File: config.mk
export PLATFORM = sky130hd
export DESIGN_NAME = lru_page_replacement_core_flat
export DESIGN_NICKNAME = d
export VERILOG_FILES = /design/src/hdl/lpr_pkg.sv /design/src/hdl/lpr_in_if.sv /design/src/hdl/lpr_out_if.sv /design/src/hdl/lru_page_replacement_core.sv /design/src/hdl/lpr_ctrl.sv /design/src/hdl/lpr_dp.sv /design/src/flat_wrapper.sv
export SDC_FILE = /design/constraint.sdc
export NUM_CORES = 1
export LEC_CHECK = 0
export ABC_AREA = 1
export BUFFER_PORTS_ARGS = -buffer_cell sky130_fd_sc_hd__buf_2
export CAP_MARGIN = 15
export CORE_MARGIN = 10
export CORE_UTILIZATION = 24
export DETAILED_ROUTE_END_ITERATION = 6
export SLEW_MARGIN = 0
export SYNTH_ARGS = -nofsm -noshare
export SYNTH_HDL_FRONTEND = slang
export SYNTH_SLANG_ARGS = --single-unit
File: constraint.sdc
create_clock -name clk -period 4.7 [get_ports clk]
set_input_delay 0.94 -clock clk [delete_from_list [all_inputs] [get_ports clk]]
set_output_delay 0.94 -clock clk [all_outputs]
set_load 0.02 [all_outputs]
File: src/hdl/lpr_pkg.sv
`default_nettype none
package lpr_pkg;

  localparam int PAGE_W      = 16;
  localparam int FRAME_IDX_W = 3;
  localparam int FAULT_W     = 32;
  localparam int CFG_W       = 4;

  localparam logic [CFG_W-1:0] CFG_FRAMES_RESET = 4'd8;

  // commands from the sequencer to the frame datapath
  typedef struct packed {
    logic capture;
    logic decide;
    logic commit;
  } lpr_cmd_t;

endpackage
`default_nettype wire

File: src/hdl/lpr_in_if.sv
`default_nettype none
interface lpr_in_if import lpr_pkg::*; ();
  logic              valid;
  logic              ready;
  logic [PAGE_W-1:0] page;
  logic              start_of_run;

  modport source (output valid, output page, output start_of_run, input ready);
  modport sink   (input valid, input page, input start_of_run, output ready);
endinterface
`default_nettype wire

File: src/hdl/lpr_out_if.sv
`default_nettype none
interface lpr_out_if import lpr_pkg::*; ();
  logic                   valid;
  logic                   ready;
  logic                   hit;
  logic [FRAME_IDX_W-1:0] frame_index;
  logic                   evicted_valid;
  logic [PAGE_W-1:0]      evicted_page;
  logic [FAULT_W-1:0]     fault_total;

  modport source (output valid, output hit, output frame_index, output evicted_valid,
                  output evicted_page, output fault_total, input ready);
  modport sink   (input valid, input hit, input frame_index, input evicted_valid,
                  input evicted_page, input fault_total, output ready);
endinterface
`default_nettype wire

File: src/hdl/lru_page_replacement_core.sv
// lru page replacement core
// in_ch carries one request word: page number and a start_of_run flag. a set
// start_of_run empties every frame and zeroes the fault count before the
// request is looked up. out_ch carries one result word per request: hit, the
// frame used, the evicted page (zero if none) and the saturating fault count.
// cfg_wr_en/cfg_wr_data write frames_in_use (reset 8); 0 acts as 1 and values
// above MAX_FRAMES act as MAX_FRAMES. write it only while no request is open.
// each word takes a compare pass over all frame registers (match, first
// empty, least recent rank) followed by an update pass that writes the
// frame, the ranks, the fault count and the output register.
// the next word is taken on the same edge the update pass commits, as long
// as the output register is free or being drained.
// if the receiver stalls, one result waits in the output register and the
// core holds the next request in its update pass until that slot frees.
// reset (rst_n low, synchronous) empties all frames, clears the fault count
// and the output valid flag, and sets frames_in_use to 8.
`default_nettype none
module lru_page_replacement_core import lpr_pkg::*; #(
  parameter int MAX_FRAMES = 8,
  parameter int PAGE_BITS  = 16
) (
  input  wire logic             clk,
  input  wire logic             rst_n,
  lpr_in_if.sink                in_ch,
  lpr_out_if.source             out_ch,
  input  wire logic             cfg_wr_en,
  input  wire logic [CFG_W-1:0] cfg_wr_data
);

  lpr_cmd_t cmd;

  lpr_ctrl u_ctrl (
    .clk       (clk),
    .rst_n     (rst_n),
    .in_valid  (in_ch.valid),
    .in_ready  (in_ch.ready),
    .out_valid (out_ch.valid),
    .out_ready (out_ch.ready),
    .cmd       (cmd)
  );

  lpr_dp #(
    .MAX_FRAMES (MAX_FRAMES),
    .PAGE_BITS  (PAGE_BITS)
  ) u_dp (
    .clk               (clk),
    .rst_n             (rst_n),
    .cmd               (cmd),
    .in_page           (in_ch.page),
    .in_start_of_run   (in_ch.start_of_run),
    .cfg_wr_en         (cfg_wr_en),
    .cfg_wr_data       (cfg_wr_data),
    .out_hit           (out_ch.hit),
    .out_frame_index   (out_ch.frame_index),
    .out_evicted_valid (out_ch.evicted_valid),
    .out_evicted_page  (out_ch.evicted_page),
    .out_fault_total   (out_ch.fault_total)
  );

endmodule
`default_nettype wire

File: src/hdl/lpr_ctrl.sv
`default_nettype none
module lpr_ctrl import lpr_pkg::*; (
  input  wire logic clk,
  input  wire logic rst_n,
  input  wire logic in_valid,
  output logic      in_ready,
  output logic      out_valid,
  input  wire logic out_ready,
  output lpr_cmd_t  cmd
);

  localparam logic [1:0] ST_IDLE   = 2'd0;
  localparam logic [1:0] ST_LOOK   = 2'd1;
  localparam logic [1:0] ST_UPDATE = 2'd2;

  logic [1:0] state_r, state_nxt;
  logic       out_valid_r, out_valid_nxt;
  logic       out_free;
  logic       accept;

  always_comb begin
    out_free    = !out_valid_r || out_ready;
    cmd.commit  = (state_r == ST_UPDATE) && out_free;
    cmd.decide  = (state_r == ST_LOOK);
    // a new word may enter on the same edge the previous result is committed
    in_ready    = (state_r == ST_IDLE) || cmd.commit;
    accept      = in_valid && in_ready;
    cmd.capture = accept;

    out_valid_nxt = cmd.commit ? 1'b1 : (out_ready ? 1'b0 : out_valid_r);

    case (state_r)
      ST_IDLE: begin
        state_nxt = accept ? ST_LOOK : ST_IDLE;
      end
      ST_LOOK: begin
        state_nxt = ST_UPDATE;
      end
      ST_UPDATE: begin
        if (cmd.commit) begin
          state_nxt = accept ? ST_LOOK : ST_IDLE;
        end else begin
          state_nxt = ST_UPDATE;
        end
      end
      default: begin
        state_nxt = ST_IDLE;
      end
    endcase
  end

  always_ff @(posedge clk) begin
    if (!rst_n) begin
      state_r     <= ST_IDLE;
      out_valid_r <= 1'b0;
    end else begin
      state_r     <= state_nxt;
      out_valid_r <= out_valid_nxt;
    end
  end

  assign out_valid = out_valid_r;

endmodule
`default_nettype wire

File: src/hdl/lpr_dp.sv
`default_nettype none
module lpr_dp import lpr_pkg::*; #(
  parameter int MAX_FRAMES = 8,
  parameter int PAGE_BITS  = 16
) (
  input  wire logic                   clk,
  input  wire logic                   rst_n,
  input  wire lpr_cmd_t               cmd,
  input  wire logic [PAGE_W-1:0]      in_page,
  input  wire logic                   in_start_of_run,
  input  wire logic                   cfg_wr_en,
  input  wire logic [CFG_W-1:0]       cfg_wr_data,
  output logic                        out_hit,
  output logic [FRAME_IDX_W-1:0]      out_frame_index,
  output logic                        out_evicted_valid,
  output logic [PAGE_W-1:0]           out_evicted_page,
  output logic [FAULT_W-1:0]          out_fault_total
);

  localparam int FW = (MAX_FRAMES > 1) ? $clog2(MAX_FRAMES) : 1;
  localparam int RW = FW;
  localparam int KW = $clog2(MAX_FRAMES + 1);
  localparam int CW = ($clog2(MAX_FRAMES + 1) > CFG_W) ? $clog2(MAX_FRAMES + 1) : CFG_W;

  // configuration
  logic [CFG_W-1:0] frames_r;

  // captured request
  logic [PAGE_BITS-1:0] req_page_r;
  logic                 req_start_r;

  // frame store
  logic [PAGE_BITS-1:0] frame_page_r [MAX_FRAMES];
  logic [MAX_FRAMES-1:0] valid_r, valid_nxt;
  logic [RW-1:0]        rank_r [MAX_FRAMES];
  logic [RW-1:0]        rank_nxt [MAX_FRAMES];
  logic [KW-1:0]        cnt_r, cnt_nxt, cnt_base;
  logic [FAULT_W-1:0]   fault_r, fault_nxt, fault_base;

  // decision from the compare pass
  logic          dec_hit_r;
  logic          dec_fill_r;
  logic [FW-1:0] dec_f_r;
  logic [RW-1:0] dec_rank_r;

  // compare pass
  logic [CW-1:0]         n_frames;
  logic [MAX_FRAMES-1:0] in_range, eff_valid, hit_vec, empty_vec, lru_vec;
  logic [FW-1:0]         hit_idx, empty_idx, lru_idx, f_sel;
  logic                  any_hit, any_empty;

  logic [PAGE_BITS+PAGE_W-1:0]  page_wide;
  logic [PAGE_BITS+PAGE_W-1:0]  evp_wide;
  logic [FW+FRAME_IDX_W-1:0]    f_wide;

  assign page_wide = {{PAGE_BITS{1'b0}}, in_page};
  assign evp_wide  = {{PAGE_W{1'b0}}, frame_page_r[dec_f_r]};
  assign f_wide    = {{FRAME_IDX_W{1'b0}}, dec_f_r};

  always_comb begin
    if (frames_r == '0) begin
      n_frames = CW'(1);
    end else if (CW'(frames_r) > CW'(MAX_FRAMES)) begin
      n_frames = CW'(MAX_FRAMES);
    end else begin
      n_frames = CW'(frames_r);
    end

    for (int i = 0; i < MAX_FRAMES; i++) begin
      in_range[i]  = CW'(i) < n_frames;
      eff_valid[i] = valid_r[i] && !req_start_r;
      hit_vec[i]   = in_range[i] && eff_valid[i] && (frame_page_r[i] == req_page_r);
      empty_vec[i] = in_range[i] && !eff_valid[i];
      // least recent: no frame in range holds a smaller rank
      lru_vec[i]   = in_range[i];
      for (int j = 0; j < MAX_FRAMES; j++) begin
        if (in_range[j] && (rank_r[j] < rank_r[i])) begin
          lru_vec[i] = 1'b0;
        end
      end
    end

    hit_idx   = '0;
    empty_idx = '0;
    lru_idx   = '0;
    for (int i = MAX_FRAMES - 1; i >= 0; i--) begin
      if (hit_vec[i]) begin
        hit_idx = FW'(i);
      end
      if (empty_vec[i]) begin
        empty_idx = FW'(i);
      end
      if (lru_vec[i]) begin
        lru_idx = FW'(i);
      end
    end
    any_hit   = |hit_vec;
    any_empty = |empty_vec;

    if (any_hit) begin
      f_sel = hit_idx;
    end else if (any_empty) begin
      f_sel = empty_idx;
    end else begin
      f_sel = lru_idx;
    end
  end

  // update pass
  always_comb begin
    valid_nxt  = req_start_r ? '0 : valid_r;
    cnt_base   = req_start_r ? '0 : cnt_r;
    fault_base = req_start_r ? '0 : fault_r;
    for (int i = 0; i < MAX_FRAMES; i++) begin
      rank_nxt[i] = req_start_r ? '0 : rank_r[i];
    end
    cnt_nxt = cnt_base;

    if (dec_hit_r || fault_base == '1) begin
      fault_nxt = fault_base;
    end else begin
      fault_nxt = fault_base + FAULT_W'(1);
    end

    if (dec_fill_r) begin
      valid_nxt[dec_f_r] = 1'b1;
      rank_nxt[dec_f_r]  = RW'(cnt_base);
      cnt_nxt            = KW'(cnt_base + KW'(1));
    end else begin
      // hit or eviction: move frame to most recently used
      for (int i = 0; i < MAX_FRAMES; i++) begin
        if (valid_nxt[i] && (rank_nxt[i] > dec_rank_r)) begin
          rank_nxt[i] = RW'(rank_nxt[i] - RW'(1));
        end
      end
      rank_nxt[dec_f_r] = RW'(cnt_base - KW'(1));
    end
  end

  always_ff @(posedge clk) begin
    if (!rst_n) begin
      frames_r <= CFG_FRAMES_RESET;
      valid_r  <= '0;
      cnt_r    <= '0;
      fault_r  <= '0;
      for (int i = 0; i < MAX_FRAMES; i++) begin
        rank_r[i] <= '0;
      end
    end else begin
      if (cfg_wr_en) begin
        frames_r <= cfg_wr_data;
      end
      if (cmd.commit) begin
        valid_r <= valid_nxt;
        cnt_r   <= cnt_nxt;
        fault_r <= fault_nxt;
        for (int i = 0; i < MAX_FRAMES; i++) begin
          rank_r[i] <= rank_nxt[i];
        end
      end
    end
  end

  always_ff @(posedge clk) begin
    if (cmd.capture) begin
      req_page_r  <= page_wide[PAGE_BITS-1:0];
      req_start_r <= in_start_of_run;
    end
    if (cmd.decide) begin
      dec_hit_r  <= any_hit;
      dec_fill_r <= !any_hit && any_empty;
      dec_f_r    <= f_sel;
      dec_rank_r <= rank_r[f_sel];
    end
    if (cmd.commit) begin
      frame_page_r[dec_f_r] <= req_page_r;
      out_hit               <= dec_hit_r;
      out_frame_index       <= f_wide[FRAME_IDX_W-1:0];
      out_evicted_valid     <= !dec_hit_r && !dec_fill_r;
      out_evicted_page      <= (!dec_hit_r && !dec_fill_r) ? evp_wide[PAGE_W-1:0] : '0;
      out_fault_total       <= fault_nxt;
    end
  end

endmodule
`default_nettype wire

File: src/flat_wrapper.sv
// flat-port wrapper written by rule: the top's interface ports become plain ports
module lru_page_replacement_core_flat import lpr_pkg::*;
#(
  parameter int MAX_FRAMES = 8,
  parameter int PAGE_BITS  = 16
)
  (clk, rst_n, cfg_wr_en, cfg_wr_data, in_ch_valid, in_ch_page, in_ch_start_of_run, in_ch_ready, out_ch_valid, out_ch_hit, out_ch_frame_index, out_ch_evicted_valid, out_ch_evicted_page, out_ch_fault_total, out_ch_ready);
  lpr_in_if in_ch_i ();
  lpr_out_if out_ch_i ();
  input  wire logic clk;
  input  wire logic rst_n;
  input  wire logic cfg_wr_en;
  input  wire logic [CFG_W-1:0] cfg_wr_data;
  input wire logic [$bits(in_ch_i.valid)-1:0] in_ch_valid;
  input wire logic [$bits(in_ch_i.page)-1:0] in_ch_page;
  input wire logic [$bits(in_ch_i.start_of_run)-1:0] in_ch_start_of_run;
  output wire logic [$bits(in_ch_i.ready)-1:0] in_ch_ready;
  output wire logic [$bits(out_ch_i.valid)-1:0] out_ch_valid;
  output wire logic [$bits(out_ch_i.hit)-1:0] out_ch_hit;
  output wire logic [$bits(out_ch_i.frame_index)-1:0] out_ch_frame_index;
  output wire logic [$bits(out_ch_i.evicted_valid)-1:0] out_ch_evicted_valid;
  output wire logic [$bits(out_ch_i.evicted_page)-1:0] out_ch_evicted_page;
  output wire logic [$bits(out_ch_i.fault_total)-1:0] out_ch_fault_total;
  input wire logic [$bits(out_ch_i.ready)-1:0] out_ch_ready;
  assign in_ch_i.valid = in_ch_valid;
  assign in_ch_i.page = in_ch_page;
  assign in_ch_i.start_of_run = in_ch_start_of_run;
  assign in_ch_ready = in_ch_i.ready;
  assign out_ch_valid = out_ch_i.valid;
  assign out_ch_hit = out_ch_i.hit;
  assign out_ch_frame_index = out_ch_i.frame_index;
  assign out_ch_evicted_valid = out_ch_i.evicted_valid;
  assign out_ch_evicted_page = out_ch_i.evicted_page;
  assign out_ch_fault_total = out_ch_i.fault_total;
  assign out_ch_i.ready = out_ch_ready;
  lru_page_replacement_core #(.MAX_FRAMES(MAX_FRAMES), .PAGE_BITS(PAGE_BITS)) u_core (.clk(clk), .rst_n(rst_n), .in_ch(in_ch_i), .out_ch(out_ch_i), .cfg_wr_en(cfg_wr_en), .cfg_wr_data(cfg_wr_data));
endmodule
; ---- After elaboration in Yosys (flattened, before gate mapping)
; Memory sizes are Yosys's and may differ from the RTL's. A register that Yosys moved wholly into a read port is not among the register bits.
; Index checks and enable logic that the tools add are counted.
[word_totals]
register_bits = 110
mem_bits_rw = 152
input_bits = 26
out_inout_bits = 55
wordCells = 413
mem_count = 2
[op_classes]
add_sub_neg = 11
n_lt_le_gt_ge = 85
n_eq_ne = 11
n_mux = 147
bitwise_logic = 10
n_reduce_logical = 132
[memory_table]
columns = memory, words, width, rd, rd_ports_with_merged_regs, wr, line
row1 = u_core.u_dp.frame_page_r, 8, 16, 9, 1, 1, lpr_dp.sv:33  ; logic [PAGE_BITS-1:0] frame_page_r [MAX_FRAMES];
row2 = u_core.u_dp.rank_r, 8, 3, 9, 1, 8, lpr_dp.sv:35  ; logic [RW-1:0] rank_r [MAX_FRAMES];
[ops]
columns = op, count
row1 = less-than comparator 3 bit, 64
row2 = 2-to-1 mux 3 bit, 59
row3 = equality test 16 bit, 8
row4 = logical AND 1 bit, 110
row5 = 2-to-1 mux 1 bit, 73
row6 = 2-to-1 mux 32 bit, 2
row7 = bitwise mux 24 bit, 2
row8 = "adder 32 x 1 -> 32 bit, second input constant", 1
row9 = "equality test 32 bit, second input constant", 1
row10 = "subtractor 3 x 1 -> 3 bit, second input constant", 9
row11 = greater-than comparator 3 bit, 8
row12 = 2-to-1 mux 24 bit, 1
row13 = "less-than comparator 3 x 4 -> 1 bit, first input constant", 4
row14 = 2-to-1 mux 4 bit, 4
row15 = 2-to-1 mux 8 bit, 2
row16 = OR reduction 8 bit, 2
row17 = logical NOT 1 bit, 14
row18 = demux 3 bit (select 3 bit), 1
row19 = "less-than comparator 1 x 4 -> 1 bit, first input constant", 2
row20 = "less-than comparator 2 x 4 -> 1 bit, first input constant", 2
row21 = OR 1 bit, 8
row22 = OR 8 bit, 1
row23 = one-hot mux 2 bit (3 select lines), 1
row24 = "adder 4 x 1 -> 4 bit, second input constant", 1
row25 = 14 further kinds, 16

; ---- Logic depth before layout (Yosys ltp)
; Gate-level depths: netlist of the first run.
[depth]
depth_word = 23
mapped_depth = 25
mapped_depth_nobuf = 24

; ---- Hierarchy
; A second synthesis of the first run with hierarchy kept.
[hier_totals]
cells_unflattened = 1924
hier_area_um2 = 16872.4
[by_module_without_submodules]
columns = mod, instances, cells_per_inst, area_per_inst_um2, seq_area_each_um2
row1 = lpr_dp, 1, 1902, 16714.8, 7847.5
row2 = lpr_ctrl, 1, 22, 157.7, 60.1

; ---- Worst setup path before layout of the first run
; OpenSTA, ideal clock, no wires.
[synth_timing]
path_kind = input to register
startpoint = input out_ch_ready
endpoint = memory u_core.u_dp.rank_r[0][0] in the netlist's numbering (enable)
setup_time_ps = 397
t_arrival_ps = 3623
required_ps = 4303
setup_slack_ps = 680
path_stages = 7
path_buffers = 1
path_cell_list = nor2_1 -> inv_1 -> nand2_1 -> inv_1 -> nor2_1 -> inv_1 -> clkbuf_1
[synth_rtl]
columns = element, line
row1 = "start, declared", flat_wrapper.sv:24  ; input wire logic [$bits(out_ch_i.ready)-1:0] out_ch_ready;
row2 = "end, declared", lpr_dp.sv:35

; ---- Worst setup path after layout of the first run
[layout_timing]
startpoint = register u_core.u_dp.req_start_r
endpoint = register u_core.u_dp.dec_rank_r[1], read port of u_core.u_dp.rank_r, data pin
[layout_between]
elab_cells_between_ends = 61
cone_classes = 18 x mux / 43 x reduce/logical
[layout_rtl]
columns = element, line
row1 = "start, declared", lpr_dp.sv:30  ; logic req_start_r;
row2 = "start signal, assigned", lpr_dp.sv:167  ; req_start_r <= in_start_of_run;
row3 = logical NOT 1 bit *, lpr_dp.sv:71  ; eff_valid[i] = valid_r[i] && !req_start_r;
row4 = logical AND 1 bit, lpr_dp.sv:71
row5 = logical AND 1 bit (2 in a row), lpr_dp.sv:72  ; hit_vec[i] = in_range[i] && eff_valid[i] && (frame_page_r[i] == req_page_r);
row6 = OR reduction 8 bit *, lpr_dp.sv:97  ; any_hit = |hit_vec;
row7 = net u_core.u_dp.any_hit, lpr_dp.sv:50  ; logic any_hit, any_empty;
row8 = 2-to-1 mux 3 bit *, lpr_dp.sv:100  ; if (any_hit) begin
row9 = "end, declared", lpr_dp.sv:44  ; logic [RW-1:0] dec_rank_r;
; The timed path passes the listed nets; every way through them passes the cells marked *.
; A chain may end at the register's enable or synchronous reset.

==> results of run 1 <==
## tightest hold or removal path: stages (launching register included)
cell,delay (ns)
dfxtp_1,0.32
nand2_1,0.05
o21ai_0,0.05
## layer usage
layer | GRT usage | up-vias | part of all wire
li1 | - | 6748 | -
met1 | 0.1673 | 6605 | 0.41
met2 | 0.2293 | 595 | 0.48
met3 | 0.02105 | 128 | 0.072
met4 | 0.05174 | 0 | 0.037
met5 | 0 | - | 0
## sequential cells by signal, summed over array words and instances (netlist names)
signal,count
u_core.u_dp.out_hit,1
u_core.u_dp.frames_r,4
u_core.u_dp.valid_r,8
u_core.u_dp.req_page_r,16
u_core.u_dp.dec_fill_r,1
u_core.u_ctrl.state_r,2
u_core.u_dp.dec_rank_r,3
u_core.u_dp.dec_hit_r,1
u_core.u_dp.req_start_r,1
u_core.u_dp.out_fault_total,32
u_core.u_dp.out_frame_index,3
u_core.u_dp.out_evicted_valid,1
u_core.u_dp.rank_r,24
u_core.u_ctrl.out_valid,1
u_core.u_dp.dec_f_r,3
u_core.u_dp.out_evicted_page,16
u_core.u_dp.fault_r,32
u_core.u_dp.cnt_r,3
u_core.u_dp.frame_page_r,128
## cell usage after synthesis, types with 4 or more instances
master	instances	area, sq um
nor2_2	6	37.54
buf_1	4	15.01
a221oi_1	19	166.4
nor2_1	193	724.4
buf_4	5	37.54
o211ai_1	15	112.6
o21ai_0	130	650.6
nor3_1	23	115.1
or2_2	12	75.07
a31oi_1	9	56.30
a21oi_1	75	375.4
nor4_1	4	25.02
nand3_1	136	680.7
nand2_1	377	1415
buf_2	13	65.06
xnor2_1	26	227.7
buf_6	4	45.04
a22o_1	9	78.83
clkbuf_1	27	101.4
o22ai_1	39	244.0
nand4_1	20	125.1
clkinv_1	4	15.01
inv_1	241	904.6
a22oi_1	21	157.7
nand2_2	5	31.28
edfxtp_1	230	6907
dfxtp_1	50	1001
a41oi_1	10	87.58
nor3_2	4	40.04
inv_2	5	18.77
ha_1	119	1489
xor2_1	50	437.9
## worst paths after layout
path                                                           from                             endpoint  slack, ns  depth (start not counted)
worst max-delay path              u_core.u_dp.req_start_r$_DFFE_PP_  u_core.u_dp.dec_rank_r[1]$_DFFE_PN_       1.19                         17
worst min-delay path            u_core.u_dp.valid_r[4]$_SDFFE_PN0P_  u_core.u_dp.valid_r[4]$_SDFFE_PN0P_       0.46                          2
worst max register to register    u_core.u_dp.req_start_r$_DFFE_PP_  u_core.u_dp.dec_rank_r[1]$_DFFE_PN_       1.19                         17
worst min register to register  u_core.u_dp.valid_r[4]$_SDFFE_PN0P_  u_core.u_dp.valid_r[4]$_SDFFE_PN0P_       0.46                          2
## cells in the final DEF, fill, tap and decap left out, types with 12 or more instances in the layout
cell / n
nand2_1: 377
inv_1: 239
edfxtp_1: 230
nor2_1: 191
nand3_1: 136
o21ai_0: 130
ha_1: 119
buf_2: 80
a21oi_1: 75
xor2_1: 50
dfxtp_1: 50
o22ai_1: 39
clkbuf_16: 35
xnor2_1: 26
a22oi_1: 21
buf_4: 21
nand4_1: 20
a221oi_1: 19
nor3_1: 18
o211ai_1: 15
or2_2: 12
## per-stage QoR
step,util,hold slack (ns)
6_report,0.2811,0.4581
5_1_grt,0.2811,0.4907
4_1_cts,0.2808,0.4601
3_5_place_dp,0.2644,0.4448
3_3_place_gp,0.2644,0.4429
2_1_floorplan,-,0.4286
## layout make-up
cell class                 instances  area share
timing repair buffer             102     0.02988
tap                              931     0.06021
inverter                         251     0.04883
sequential                       280      0.4087
multi-input combinational       1328      0.3940
clock buffer                      41     0.04644
clock inverter                    21     0.01190
## logic make-up after synthesis
kind of cell             after synthesis
XOR/XNOR                              76
AO/OA/AOI/OAI                        340
flip-flops                           280
buffers and inverters                304
AND/OR/NAND/NOR                      793
adder cells (fa/ha/maj)              119
## power groups by stage
stage | Clock [mW] | Combinational, mW | Sequential [mW]
floorplan | 0 | 0.416 | 2.83
global placement | 0 | 0.599 | 2.85
CTS | 2.74 | 0.605 | 2.80
global route | 2.84 | 0.691 | 2.81
finish | 2.69 | 0.614 | 2.80
detailed placement | 0 | 0.602 | 2.85
==> results by stage, run 1 <==
Power and ir drop:
- The net switching power is 1.580 mW.
- The worst vdd rail ir drop is 0.2780 mV.
- The power share of the sequential group is 0.459.
- The leakage power is about 7.7 nW.
- The share of total power dissipated in combinational logic is 0.101.
- The design draws just over 6 mW.
- Of the total power, the clock network draws 0.440.
- The internal power of the cells totals 4.528 mW.
- The total power density per cell area is roughly 320 nW/um^2.
- The net switching fraction of the power is 0.2587.

CTS:
- The later pin in the worst-skew pair is clocked with a latency of 0.55 ns.
- The quantity of gates resized following cts is 0.
- TritonCTS built the clock tree.
- After clock tree synthesis, the clock-pin slew on the worst setup and hold paths is 0.06 ns.
- The clock buffer count from CTS is 35.
- The H-tree depth is 2.
- The number of sinks driven by the clock tree is 280.
- No sink is reached through more buffers than the 3 on the longest clock path.
- After clock tree synthesis, the setup repair step added 0 buffers.
- The cts-stage hold buffer count is 0.
- In this run the clock root is driven by a clkbuf_16.

Synthesis:
- The post-synthesis share of cell area spent on xor and xnor gates is 0.03985.
- During synthesis, Yosys emitted a total of 0 warnings.
- The share of the synthesized area in compound gates (AO/OA/AOI/OAI) is 0.1216.
- For this run, the leading register cell type out of synthesis is edfxtp_1.
- The combinational family with the most area after synthesis is simple AND/OR/NAND/NOR gates.
- The mapped netlist covers 16700 sq um.
- The average cell area after synthesis is approximately 8.7 sq um.
- The share of flip-flops with an asynchronous set or reset after synthesis is 0.
- The synthesized design contains 280 register bits.
- The synthesized design contains 230 enable-type register cells.
- The number of cells produced by synthesis is 1912.
- The simple-gate portion of the synthesized area is 0.2036.
- The post-synthesis mux area share is 0.
- Counting every net in the synthesized netlist gives 2057.
- For this run, the register share of the synthesized area comes to 0.4734.
- After synthesis, the netlist uses 50 different library cells.
- Of the total synthesized cell area, the portion taken by full adders, half adders and majority gates is 0.08914.

Route:
- The detailed-route wire length per cell is ~19 um.
- In the routed layout, each cell is associated on average with a via count of 4.765.
- For this block, the initial DRC count from the detailed router was ~1.6k.
- The detail route stage leaves a number of antenna-violating nets equal to 0.
- Before antenna repair, the detailed router went through 6 iterations.
- The vias after detailed routing is ~14k.
- After detailed routing, the total wire length is 56000 um.
- After detailed routing, the number of remaining DRC violations is 0.

Placed design:
- The number of placed instances with taps included is ~2.9k.
- The count of input and output buffers is 80.
- Summing all placed instances gives a cell area of around 18000 sq um.
- The pre-CTS worst setup slack is 1.285 ns.
- The global placer's final weighted congestion is 0.9740.
- The wire-length estimate of the detail-placed layout is 39880 um.

STA:
- The final worst-path setup slack is 1.191 ns.
- The smallest clock period supported by the final layout is computed as 3.509 ns.
- The post-route clock skew is slightly below 0.03 ns.
- Setup violations remaining at the end of the flow were counted as 0.
- The number of hold-slack violations in the final timing report is 0.
- The worst max-slew margin expressed relative to the limit is 0.1453.
- Adding up every negative setup slack in the final design gives 0 ns.
- The measured slew at the worst slew-check pin is 1.273 ns.
- The number of slew-limit violations in the final report is 0.
- The final critical-path share of the clock period is 0.7466.
- Setup repair after global routing left no endpoint under its margin.
- The fmax is 0.2850 GHz.

Global route:
- The first global-routing pass estimated roughly 84000 um of wire.
- The number of global-route vias before repair is 13.52k.
- The total overflow reported by the global router is 0.
- The number of antenna violations at the first check in global routing is 0.
- The global-route usage over all layers is 0.1343.
- Entering global routing, the biggest net connects 59 pins.

Worst setup path:
- The number of buffers and inverters on the critical path is 2.
- The worst path arrival time is 3.94 ns.
- Data on the critical path is required at its endpoint by 5.13 ns.
- The category of the worst setup path capture point is a flop.
- Of all nets on the critical path, the largest fanout is 16.
- Among all stages on the critical path, the largest delay is contributed by inv_1.
- For this run, the slowest stage of the critical path takes 0.51 ns.
- Grouping stages by cell kind, the critical path spends the most delay in simple AND/OR/NAND/NOR gates.
- The category of the worst setup path launch point is a flop.
- The setup path with the least slack is of type flop to flop.
- By instance count, the cell type seen most on the critical path is nand2_1.
- The signal on the critical path passes through inv_1, nand2_1, a21oi_1, nand3_1, nor2_1, nand3_1, nand2_1, nor2_1, nand2_2, nor2_1, nand2_1, nand2_2, nand2_1, nand3_1, nand3_1, nand2_1, inv_1.

Finish:
- The filler cells instantiated in the layout total 7331.
- In the final layout, the multi-input gates occupy 7622 sq um.
- Registers take 7908 sq um.
- The area growth from synthesis to layout is 15.82%.
- The number of standard cells in the final layout excluding fillers is 2954.
- 0 antenna diodes ended up in the layout.
- Of the cells placed in the final design, the portion with a size suffix greater than 1 is 0.1013.
- After routing the design area is 19350 sq um.
- The number of nets in the finished design is 2143.

Worst hold path:
- The path class of the tightest hold or removal check is flop to flop.

Floorplan:
- The starting density of the core is 0.2427.
- The x dimension of the die is ~280 um.
- The number of placed I/O pins is 81.
- The height of the die is 283.8 um.
- The initialized floorplan defines 96 standard-cell rows.
- The die covers ~81000 sq um.
- The core area is 68830 sq um.

Run status:
- The flow ran to the end, and the final reports show no timing, DRC or antenna violations.

Flow run:
- The number of maximum-capacitance violations is 0.
Power figures use the tool's default switching activity.
==> inputs of run 2 (changes only) <==
- clock period: 4.7 -> 3.65 ns (I/O delays scaled with it)
==> results by stage, run 2 (synthesized netlist as in run 1, its figures left out) <==
Run status:
- The run finished with clean final reports.

CTS:
- The maximum number of buffers from clock root to sink is 3.
- The CTS clock-pin slew for the worst setup and hold paths is 0.06 ns.
- Buffers added to address setup during post-CTS repair amount to 0.
- For the worst-skew pair, the clock arrives at the later sink with an insertion delay of about 0.59 ns.
- The number of sinks driven by the clock tree is 280.
- In this run, CTS created clock tree buffers numbering 31.
- The root buffer cell chosen for the clock tree is clkbuf_16.
- In this run the number of H-tree levels came out at 1.
- The CTS tree is yes.

Route:
- The vias after detailed routing is around 14k.
- The first detailed-routing pass took 5 iterations.
- In this run the remaining antenna-violating nets after routing total 0.
- After the first detailed-routing iteration, the DRC count stood at between 1k and 1.5k.
- For this block, the routed nets add up to 56890 um of wire.
- Dividing the detail-routed wire length by the instance count gives around 19 um.
- For this run, design rule violations remaining after detail routing come to 0.
- Dividing the detail-routed via count by the number of cells gives 4.765.

Worst setup path:
- The category of the worst setup path capture point is a flop.
- The family of cells with the greatest summed delay on the critical path is simple AND/OR/NAND/NOR gates.
- Along the worst path, the maximum fanout reaches 17.
- The reg-to-reg startpoint is u_core.u_dp.req_page_r[0]$_DFFE_PP_.
- The largest single stage delay on the critical path is ~0.73 ns.
- The most critical setup path has its startpoint at u_core.u_dp.req_page_r[0]$_DFFE_PP_.
- The category of the worst setup path launch point is a flop.
- The critical path required time is 3.99 ns.
- The signal on the critical path passes through inv_1, nand2_1, nand4_1, nor4_1, nand3_1, nand2_1, nor2_1, nand2_2, inv_1, a21oi_4, inv_1, nand3_1, nand3_1, nand2_1, inv_1.
- The worst path arrival time is 3.69 ns.
- On the critical path, the stage with the largest delay is an instance of edfxtp_1.
- The library cell appearing most often on the critical path is inv_1.
- The number of buffer and inverter stages on the critical path is 4.
- Counting cells, the worst reg-to-reg path comes to 15.
- The critical path is of the flop to flop type.
- In this run the number of cells on the critical path is 15.

Floorplan:
- During I/O placement, the number of pins put on the boundary was 81.
- Row generation in the floorplan step produced 96 rows.
- The height of the die is 283.8 um.
- From left edge to right edge, the die measures 283.8 um.
- For this configuration, the core starts out at a cell density of 0.2427.
- The die covers 80550 sq um.
- The core area is 68830 sq um.

STA:
- The number of hold-slack violations in the final timing report is 0.
- The number of setup violations in the final report is 0.
- The sum of negative setup slack is 0 ns.
- The measured slew at the worst slew-check pin is 0.9975 ns.
- The number of slew-limit violations in the final report is 0.
- The fmax is 0.2993 GHz.
- Across the routed clock network, the largest skew measured is about 0.0084 ns.
- Subtracting the final worst setup slack from the clock period gives 3.341 ns.
- Setup repair after global routing left no endpoint under its margin.
- Of the available clock period, the critical path in the final layout requires 0.9154.
- The worst max-slew margin expressed relative to the limit is 0.3302.
- The worst hold slack after final layout is 0.3177 ns.

Placed design:
- The post-detailed-placement half-perimeter wirelength is 41480 um.
- The global placer's final weighted congestion is roughly 0.95.
- The count of input and output buffers is 80.
- After detailed placement, the design holds a cell count of a little under 3k.

Finish:
- For this run, the post-layout net count is 2163.
- The area added between synthesis and finish is 15.84%.
- The number of standard cells in the final layout excluding fillers is 2972.
- The share of final-layout standard cells stronger than drive strength 1 is 0.1098.
- Counting the fill cells in the layout gives between 7k and 8k.
- The top cell types in the final layout, fill and taps aside, are 377 x nand2_1, 239 x inv_1, 230 x edfxtp_1.
- More flip-flops sit in one register than any other, and that register is u_core.u_dp.frame_page_r.
- The number of flip-flops under the largest register name is ~130.
- The largest registers in the layout are u_core.u_dp.frame_page_r (128), u_core.u_dp.fault_r (32), u_core.u_dp.out_fault_total (32).
- The final antenna diode count is 0.
- The library cell used most frequently in the layout, excluding fill and tap cells, is nand2_1.
- At the end of the flow the core is filled with cells to 0.2811.

Power and ir drop:
- For this design the ratio of total power to cell area is 382.7 nW/um^2.
- Summed over all cells, the static leakage comes to 7.691 nW.
- The overall power after layout is 7.406 mW.
- VDD sags by at most 0.3687 mV.

Flow run:
- The number of maximum-capacitance violations is 0.

Global route:
- Entering global routing, the biggest net connects 54 pins.
- The wire length of the first global-routing pass is about 84000 um.
- The total overflow reported by the global router is 0.
- Across every metal layer, demand over resource in global routing totals 0.1344.
- The number of global-route vias before repair is 13.38k.
- The number of antenna violations at the first check in global routing is 0.

Worst hold path:
- In this run the worst hold path is classified as input pin to flop.
- The cell count of the worst hold path is 1.
- The worst hold path startpoint is in_ch_page[3].
-- run 2: cell types whose count changed in the layout (fill, tap and decap cells not counted), sizes merged --
cell	change
buf	+24
bufinv	-3
clkinv	+3
clkinvlp	-3
clkbuf	-2
inv	-1
-- run 2: where the power goes --
group / internal, mW / switching (mW)
sequential: 3.51 / 0.0846
combinational: 0.269 / 0.558
clock: 1.67 / 1.31
total: 5.45 / 1.96
-- run 2: worst register-to-register path, stage by stage, from the launching register on --
cell,delay (ns)
edfxtp_1,0.73
inv_1,0.30
nand2_1,0.19
nand4_1,0.13
nor4_1,0.34
nand3_1,0.20
nand2_1,0.13
nor2_1,0.10
nand2_2,0.12
inv_1,0.10
a21oi_4,0.24
inv_1,0.19
nand3_1,0.13
nand3_1,0.08
nand2_1,0.09
inv_1,0.04
-- run 2: metal layers --
layer	vias up	GRT usage	wire, um
met5	-	0	0
li1	6779	-	-
met1	6683	0.1684	23490
met2	577	0.2304	27360
met4	0	0.05559	2537
met3	122	0.01593	3502
-- run 2: path summary, 6_finish.rpt --
check / end / slack [ns]
worst max-delay path: u_core.u_dp.dec_rank_r[1]$_DFFE_PN_ / 0.31
worst min-delay path: u_core.u_dp.req_page_r[3]$_DFFE_PP_ / 0.32
worst max register to register: u_core.u_dp.dec_rank_r[1]$_DFFE_PN_ / 0.31
worst min register to register: u_core.u_dp.fault_r[31]$_SDFFE_PN0P_ / 0.47
-- run 2: cell type report --
cell class                      count  area [sq um]  area share
Timing Repair Buffer              126         745.7     0.03854
Sequential cell                   280          7909      0.4088
Clock inverter                     17         123.9    0.006402
Clock buffer                       39         825.8     0.04268
Tap cell                          931          1165     0.06020
Inverter                          251         948.4     0.04902
Multi-Input combinational cell   1328          7631      0.3944
-- run 2: metrics by stage --
stage               setup WS [ns]  area (sq um)
detailed placement         0.2918         18390
global placement           0.2749         18390
CTS                        0.2603         19340
global route              0.03901         19350
floorplan                  0.2194         16710
finish                     0.3086         19350
-- run 2: timing repair --
action / CTS / global route
endpoints found under the hold margin: 0 / 0
gates resized for setup: 0 / 2
endpoints found under the setup margin: 0 / 3
hold buffers: 0 / 0
